==> src/design/prewitt_edge_magnitude_macros.svh <==
// Assertion macros shared by the edge magnitude design files.
`ifndef PREWITT_EDGE_MAGNITUDE_MACROS_SVH
`define PREWITT_EDGE_MAGNITUDE_MACROS_SVH
`ifndef NO_ASSERTIONS
`define PRW_ASSERT(lbl, cond) \
	lbl: assert property (@(posedge clk) disable iff (!arst_n) (cond)) \
		else $error("assertion failed");
`define PRW_ASSERT_NEXT(lbl, pre, post) \
	lbl: assert property (@(posedge clk) disable iff (!arst_n) (pre) |=> (post)) \
		else $error("assertion failed");
`else
`define PRW_ASSERT(lbl, cond)
`define PRW_ASSERT_NEXT(lbl, pre, post)
`endif
`endif

==> src/design/prw_pkg.sv <==
// Shared constants and types for the Prewitt edge magnitude block.
`timescale 1ns / 1ps
package prw_pkg;
	localparam int MAX_WIDTH = 2048;
	localparam int ADDR_W = $clog2(MAX_WIDTH);
	localparam int IMG_W_W = 12;
	localparam int IMG_H_W = 16;
	localparam int CFG_IDX_W = 1;
	localparam int CFG_DATA_W = 16;
	localparam logic [CFG_IDX_W-1:0] REG_IMAGE_WIDTH = 1'd0;
	localparam logic [CFG_IDX_W-1:0] REG_IMAGE_HEIGHT = 1'd1;
	localparam logic OP_PIXEL = 1'b0;
	localparam logic OP_DRAIN = 1'b1;
	localparam logic [9:0] COEF_R = 10'd299;
	localparam logic [9:0] COEF_G = 10'd587;
	localparam logic [9:0] COEF_B = 10'd114;
	localparam logic [9:0] GRAY_DIV = 10'd1000;
	// floor(2^18/1000): estimate is at most one below the true quotient
	localparam logic [8:0] GRAY_RECIP = 9'd262;
	localparam int GRAY_SHIFT = 18;
	localparam int SUM_W = 18;
	localparam int SQ_W = 16;

	typedef struct packed {
		logic             wr_en;
		logic [ADDR_W-1:0] wr_addr;
		logic [15:0]      wr_data;
		logic             rd_en;
		logic [ADDR_W-1:0] rd_addr;
	} lsc_t;
endpackage

==> src/design/prw_isqrt.sv <==
// Iterative floor square root of a 16-bit value, one result bit per step.
`timescale 1ns / 1ps
module prw_isqrt (
	input  logic                     clk,
	input  logic                     arst_n,
	input  logic                     start,
	input  logic [prw_pkg::SQ_W-1:0] value,
	output logic                     done,
	output logic [7:0]               root
);
	logic [prw_pkg::SQ_W-1:0] v_q;
	logic [prw_pkg::SQ_W-1:0] res_q;
	logic [prw_pkg::SQ_W-1:0] bit_q;
	logic                     busy_q;
	logic                     done_q;
	logic [prw_pkg::SQ_W:0]   trial;

	assign trial = {1'b0, res_q} + {1'b0, bit_q};

	always_ff @(posedge clk or negedge arst_n) begin
		if (!arst_n) begin
			busy_q <= 1'b0;
			done_q <= 1'b0;
		end else begin
			done_q <= 1'b0;
			if (start) begin
				busy_q <= 1'b1;
			end else if (busy_q && bit_q[0]) begin
				busy_q <= 1'b0;
				done_q <= 1'b1;
			end
		end
	end

	always_ff @(posedge clk) begin
		if (start) begin
			v_q <= value;
			res_q <= '0;
			bit_q <= prw_pkg::SQ_W'(1) << (prw_pkg::SQ_W - 2);
		end else if (busy_q) begin
			if ({1'b0, v_q} >= trial) begin
				v_q <= v_q - trial[prw_pkg::SQ_W-1:0];
				res_q <= (res_q >> 1) + bit_q;
			end else begin
				res_q <= res_q >> 1;
			end
			bit_q <= bit_q >> 2;
		end
	end

	assign done = done_q;
	assign root = res_q[7:0];

	`include "prewitt_edge_magnitude_macros.svh"
	`PRW_ASSERT(a_no_start_busy, !(start && busy_q))
	`PRW_ASSERT_NEXT(a_done_pulse, done_q, !done_q)
	`PRW_ASSERT(a_done_fits, !done_q || res_q[prw_pkg::SQ_W-1:8] == '0)
endmodule

==> config.mk <==
export PLATFORM = sky130hd
export DESIGN_NAME = prw_isqrt
export DESIGN_NICKNAME = d
export VERILOG_FILES = /design/src/design/prw_pkg.sv /design/src/design/prw_isqrt.sv
export VERILOG_INCLUDE_DIRS = /design/src /design/src/design
export SDC_FILE = /design/constraint.sdc
export NUM_CORES = 1
export LEC_CHECK = 0
export BUFFER_PORTS_ARGS = -buffer_cell sky130_fd_sc_hd__buf_2
export CAP_MARGIN = 20
export CORE_ASPECT_RATIO = 1.5
export CORE_MARGIN = 10
export CORE_UTILIZATION = 61
export DETAILED_ROUTE_END_ITERATION = 16
export PLACE_DENSITY = 0.81
export SETUP_SLACK_MARGIN = 0.05
export SLEW_MARGIN = 5
export SYNTH_ARGS = -nofsm -noshare
export SYNTH_HDL_FRONTEND = slang
export SYNTH_SLANG_ARGS = --single-unit
export TNS_END_PERCENT = 1
==> constraint.sdc <==
create_clock -name clk -period 6.5 [get_ports clk]
set_input_delay 1.95 -clock clk [delete_from_list [all_inputs] [get_ports clk]]
set_output_delay 1.95 -clock clk [all_outputs]
set_load 0.05 [all_outputs]
==> impl_metrics.ini, run 1 <==
[sta]
fin_crit_sh_pct = 69.8
setup_viol = 0
period_minus_slack_ns = 4.54
setup_slack_ns = 1.96
finClkSkew_ns = 0.00889
finalSetupTns_ns = 0
fmax_mhz = 220
relSlewSlack_pct = 35.6
tightestPinTransition_ns = 0.963
slew_violations = 0
rsz0062_at_grt = false
hold_violations = 0

[place]
place_congestion = 0.913
io_buffers = 27
hpwl_mm = 6.60
dpl_cell_area_sq_mm = 0.00365
pre_cts_ws_ns = 1.99

[clocking]
clockRootBuffer = clkbuf_8
holdBufCountCts = 0
clk_latency_ns = 0.30
cts.reportedPaths.clkPinSlew_ns = 0.08
htreeDepth = 2
cts_setup_buffers = 0
cts_resized = 0
cts_tree = done
clock_path_buffers = 2
cts_buffers = 5
clock_sinks = 42

[critical_path]
required_ns = 6.49
cp_cell_sequence = ha_1 -> a31oi_1 -> o21bai_1 -> a31oi_1 -> inv_1 -> a31oi_1 -> xor2_1 -> ha_1 -> and3_1 -> o2111ai_1 -> a31o_2 -> a31oi_2 -> nand2_1 -> o21ai_1 -> buf_4
crit_slowest_cell = a31oi_2
crit_top_cell = a31oi_1
critPathArrivalTime_ns = 4.53
start_kind = flip-flop
critPathLaunch = res_q[2]$_SDFFE_PP0P_
critPathMaxFanout = 16
r2r_start = res_q[2]$_SDFFE_PP0P_
max_stage_delay_ns = 0.54
end_kind = flip-flop
path_class = flip-flop to flip-flop

[yosys]
synth.cell_area_sq_mm = 0.00359
ys_top_cells_by_area = dfxtp_1, edfxtp_1, ha_1
async_reset_ff_share_pct = 4.76
yosysWarnings = 0
ys_ff_latch = 42
synth_commonest_cells = nand2_1, ha_1, nor2_1
seq_area_frac_synth_pct = 28.2
synth_cell_types = 61
post-synth-top-area-fraction_pct = 13.4
syn_inst = 420
synth-edff-count = 16
syn_nets = 474
yosys.area.top_type = dfxtp_1
ys.flop_type = dfxtp_1
yosysMostFrequentCell = nand2_1
avgSynthCellArea_sq_um = 8.54

[power]
pwr-share-seq_pct = 26.5
power_density_mw_per_mm2 = 491
vdd_ir_drop_max_v = 0.000224
p_sw_share_pct = 47.2
combPwrFrac_pct = 61.6
clockPowerShare_pct = 11.9
switchingPower_uw = 875
leakagePower_uw = 0.00160
internal_power_uw = 979

[routing]
via_per_inst = 6.55
drt_wl_total_mm = 8.82
drtAntennaViolNets = 0
drc = 0
wl_per_cell_um = 17.8
drtPass1Iterations = 4
drt_iter0_markers = 222
num_vias = 3243

[grt]
grt_start_max_net_pins = 49
grt_overflow = 0
grt_pass1_vias = 3217
grt_use_total_pct = 19.3
grt_pass1_wl_mm = 14.6
antenna_found_initial = 0

[status]
status = completed

[floorplanning]
core_sq_mm = 0.00574
rows = 34
die_area_sq_mm = 0.00941
dieHeight_um = 114
io_pins = 28
chipWidth_um = 82.6
start_util_pct = 62.5

[hold_path]
holdCritStartpoint = res_q[0]$_SDFFE_PP0P_
hold_path.class = flip-flop to flip-flop

[job]
drv_cap = 0

[final_layout]
antenna_cells_inserted = 0
synthToLayoutAreaGrowth_pct = 5.13
design_area_sq_mm = 0.00377
num-nets-final = 476
layout-drive-gt1-share_pct = 10.9
## logic make-up after synthesis
logic type,share of synthesized area (%)
AO/OA/AOI/OAI,24.9
XOR/XNOR,7.57
adder cells (fa/ha/maj),12.4
buffers and inverters,5.96
flip-flops,28.2
multiplexers,3.45
AND/OR/NAND/NOR,17.5
## power by group through the flow
| stage | registers (uW) | clock network [uW] | logic, uW |
|---|---|---|---|
| 2_1_floorplan | 448 | 0 | 954 |
| 3_3_place_gp | 493 | 0 | 1090 |
| 3_5_place_dp | 495 | 0 | 1120 |
| 4_1_cts | 489 | 223 | 1130 |
| 5_1_grt | 503 | 235 | 1260 |
| 6_report | 491 | 221 | 1140 |
## sequential cells by signal, summed over array words and instances (netlist names)
name	cells
res_q	16
v_q	16
bit_q	8
busy_q	1
done	1
## area by class of cell
| type | instances | area, sq um |
|---|---|---|
| flip-flops and latches | 42 | 1010 |
| well taps | 72 | 90.1 |
| clock buffers | 7 | 86.3 |
| inverters | 11 | 41.3 |
| clock inverters | 1 | 30.0 |
| multi-input cells | 333 | 2360 |
| fillers | 476 | 1970 |
| repair buffers | 29 | 150 |
## layer usage
| metal | GRT usage [%] | part of all wire, % | routed length (um) |
|---|---|---|---|
| met1 | 21.4 | 39 | 3460 |
| met5 | 0 | 0 | 0 |
| met4 | 10.5 | 3.8 | 337 |
| met3 | 3.31 | 4.9 | 431 |
| met2 | 33.4 | 52 | 4590 |
## per-stage QoR
stage	total power (uW)	hold slack [ns]	util [%]	instances
after global routing	2000	0.526	65.7	495
final	1850	0.506	65.7	495
after CTS	1840	0.503	65.7	495
after floorplan	1400	0.471	-	420
after global placement	1580	0.490	63.6	487
after detailed placement	1620	0.492	63.6	487
## final timing paths
kind / depth (start not counted) / endpoint / slack [ns]
worst max-delay path: 15 / v_q[5]$_DFFE_PP_ / 1.96
worst min-delay path: 2 / res_q[0]$_SDFFE_PP0P_ / 0.51
worst max register to register: 15 / v_q[5]$_DFFE_PP_ / 1.96
worst min register to register: 2 / res_q[0]$_SDFFE_PP0P_ / 0.51
max in group asynchronous: 1 / busy_q$_DFFE_PN0P_ / 4.98
min in group asynchronous: 1 / done$_DFF_PN0_ / 1.42
## cells in the final DEF, fill, tap and decap left out, drive strengths merged, types with 9 or more instances in the layout
cell / n
xnor2: 17
dfxtp: 24
nand2: 37
a31oi: 21
edfxtp: 16
xor2: 14
o21ai: 27
a21o: 10
ha: 34
buf: 29
nand4: 12
nor2: 32
nand3: 17
mux2i: 9
a21oi: 12
inv: 11
## worst max-delay path: cells and delay by family (launching register included)
| kind | cells | cell delay (ns) |
|---|---|---|
| AO/OA/AOI/OAI | 8 | 2.11 |
| adder cells (fa/ha/maj) | 2 | 0.76 |
| flip-flops | 1 | 0.45 |
| AND/OR/NAND/NOR | 2 | 0.44 |
| buffers and inverters | 2 | 0.37 |
| XOR/XNOR | 1 | 0.10 |
(Power assumes the default switching activity.)
==> run 2: changes to the inputs <==
--- a/config.mk
+++ b/config.mk
@@ -6,6 +6,7 @@
 export SDC_FILE = /design/constraint.sdc
 export NUM_CORES = 1
 export LEC_CHECK = 0
+export ABC_AREA = 1
 export BUFFER_PORTS_ARGS = -buffer_cell sky130_fd_sc_hd__buf_2
 export CAP_MARGIN = 20
 export CORE_ASPECT_RATIO = 1.5
==> constraint.sdc (replaced) <==
create_clock -name clk -period 4.4 [get_ports clk]
set_input_delay 1.32 -clock clk [delete_from_list [all_inputs] [get_ports clk]]
set_output_delay 1.32 -clock clk [all_outputs]
set_load 0.05 [all_outputs]
==> run 2 against run 1 <==
Combinational power is 54% higher; synthesized cell count is 35% higher; sequential power is 42% higher; clock power is 16% higher; global-route usage is 1.2 points higher; hold slack worse by 0.0042 ns.
==> impl_metrics.ini, run 2 <==
[sta]
tightestPinTransition_ns = 0.632
finClkSkew_ns = 0.0112
hold_violations = 0
period_minus_slack_ns = 3.90
setup_slack_ns = 0.496
fmax_mhz = 256
slew_violations = 0
relSlewSlack_pct = 57.4
setup_viol = 0
rsz0062_at_grt = false
fin_crit_sh_pct = 88.7
finalSetupTns_ns = 0

[yosys]
post-synth-top-area-fraction_pct = 15.5
synth_cell_types = 43
synth_commonest_cells = nand2_1, nand3_1, inv_1
syn_inst = 565
yosysWarnings = 0
synth-edff-count = 16
ys.flop_type = dfxtp_1
ys_ff_latch = 42
yosys.area.top_type = nand2_1
syn_nets = 619
yosysMostFrequentCell = nand2_1
avgSynthCellArea_sq_um = 6.86
seq_area_frac_synth_pct = 26.1
ys_top_cells_by_area = nand2_1, dfxtp_1, edfxtp_1
synth.cell_area_sq_mm = 0.00388
async_reset_ff_share_pct = 4.76

[final_layout]
mostFrequentLayoutCell = nand2_1
num-nets-final = 630
layout-drive-gt1-share_pct = 12.1
register_area_sq_mm = 0.00101
fillCellCount = 583
final_util_pct = 65.7
mostFrequentLayoutCells = nand2_1, nand3_1, inv_1
finalNonFillerCells = 651
top_regs = res_q: 16 flops, v_q: 16 flops, bit_q: 8 flops
synthToLayoutAreaGrowth_pct = 4.65
antenna_cells_inserted = 0
multi_input_area_sq_mm = 0.00249

[power]
power_density_mw_per_mm2 = 668
leakagePower_uw = 0.00197
vdd_ir_drop_max_v = 0.000400
power_uw = 2710

[routing]
highest_layer = met4
drc = 0
met1_length_mm = 3.79
wl_per_cell_um = 15.7
drtAntennaViolNets = 0
dr_wl_met2_mm = 5.53
via_per_inst = 5.69
drt_iter0_markers = 234
wl_met3_um = 333
drt_wl_total_mm = 10.2
num_vias = 3702
drtPass1Iterations = 4

[floorplanning]
io_pins = 28
chipWidth_um = 85.1
die_area_sq_mm = 0.0100
core_sq_mm = 0.00617
dieHeight_um = 118
rows = 35
start_util_pct = 62.8

[clocking]
clk_latency_ns = 0.30
cts_buffers = 5
holdBufCountCts = 0
htreeDepth = 2
clockRootBuffer = clkbuf_8
clock_sinks = 42
cts_setup_buffers = 0
cts_tree = done
clock_path_buffers = 2
cts_resized = 0
cts.reportedPaths.clkPinSlew_ns = 0.09

[critical_path]
critPathArrivalTime_ns = 3.89
critPathMaxFanout = 18
start_kind = flip-flop
path_class = flip-flop to flip-flop
required_ns = 4.39
end_kind = flip-flop

[place]
pre_cts_ws_ns = 0.620
place_congestion = 0.938
dp.cells = 643
hpwl_mm = 8.21
io_buffers = 27

[job]
drv_cap = 0

[grt]
antenna_found_initial = 0
grt_start_max_net_pins = 35
grt_pass1_vias = 3784
grt_pass1_wl_mm = 17.2
grt_use_total_pct = 20.5
grt_overflow = 0

[hold_path]
hold_path.class = flip-flop to flip-flop

[status]
status = completed
run 2: cell types whose count changed in the layout (fill, tap and decap cells not counted), sizes merged, moves of 7 or more:
| cell | previous run | this run |
|---|---|---|
| nand2 | 37 | 170 |
| inv | 11 | 55 |
| nand3 | 17 | 59 |
| a21oi | 12 | 32 |
| a31oi | 21 | 4 |
| mux2i | 9 | 0 |
| nor2 | 32 | 41 |
| xnor2 | 17 | 8 |
| o21ai | 27 | 35 |
| a21o | 10 | 3 |
| or2 | 0 | 7 |
run 2: worst max-delay path: stages (launching register included):
cell	delay [ns]
dfxtp_1	0.42
ha_1	0.44
nand2_1	0.08
nor3_1	0.22
a21oi_1	0.16
o21ai_0	0.55
xor2_1	0.18
ha_1	0.38
nand2_1	0.08
nor2_1	0.10
nand4_1	0.09
nand3b_1	0.14
nand2_4	0.13
nand2_4	0.23
nand2_1	0.08
nand2_1	0.06
buf_4	0.25
run 2: area by class of cell:
type | count | area share, %
Multi-Input combinational cell | 440 | 61.3
Sequential cell | 42 | 24.9
Inverter | 56 | 5.18
Timing Repair Buffer | 31 | 4.07
Tap cell | 74 | 2.28
Clock buffer | 6 | 1.88
Clock inverter | 2 | 0.339
run 2: per-layer routing:
metal | track usage [%] | vias to the layer above
met5 | 0 | -
met4 | 12.3 | 0
met3 | 2.98 | 41
met2 | 38.6 | 86
met1 | 19.8 | 1699
li1 | - | 1876
run 2: kinds of logic after synthesis:
kind of cell	after synthesis	share of synthesized area, %
flip-flops	42	26.1
XOR/XNOR	28	6.32
AO/OA/AOI/OAI	84	12.3
adder cells (fa/ha/maj)	35	11.5
AND/OR/NAND/NOR	293	34.0
buffers and inverters	83	9.74
run 2: through the flow:
step | cell area [sq um] | hold slack [ns]
6_report | 4060 | 0.502
5_1_grt | 4060 | 0.559
4_1_cts | 4060 | 0.506
3_5_place_dp | 3970 | 0.492
3_3_place_gp | 3970 | 0.471
2_1_floorplan | 3880 | 0.452
run 2: final timing paths:
check / slack [ns] / to / from / depth (start not counted)
max: 0.50 / v_q[7]$_DFFE_PP_ / res_q[4]$_SDFFE_PP0P_ / 16
min: 0.50 / res_q[0]$_SDFFE_PP0P_ / res_q[0]$_SDFFE_PP0P_ / 2
max reg2reg: 0.50 / v_q[7]$_DFFE_PP_ / res_q[4]$_SDFFE_PP0P_ / 16
min reg2reg: 0.50 / res_q[0]$_SDFFE_PP0P_ / res_q[0]$_SDFFE_PP0P_ / 2
max in group asynchronous: 3.52 / busy_q$_DFFE_PN0P_ / arst_n / 1
min in group asynchronous: 0.79 / done$_DFF_PN0_ / arst_n / 1
run 2: where the power goes:
group	total [uW]	leakage, uW	switching, uW	internal [uW]
sequential	697	0.000385	122	575
combinational	1760	0.00154	1130	628
clock	256	0.0000486	138	118
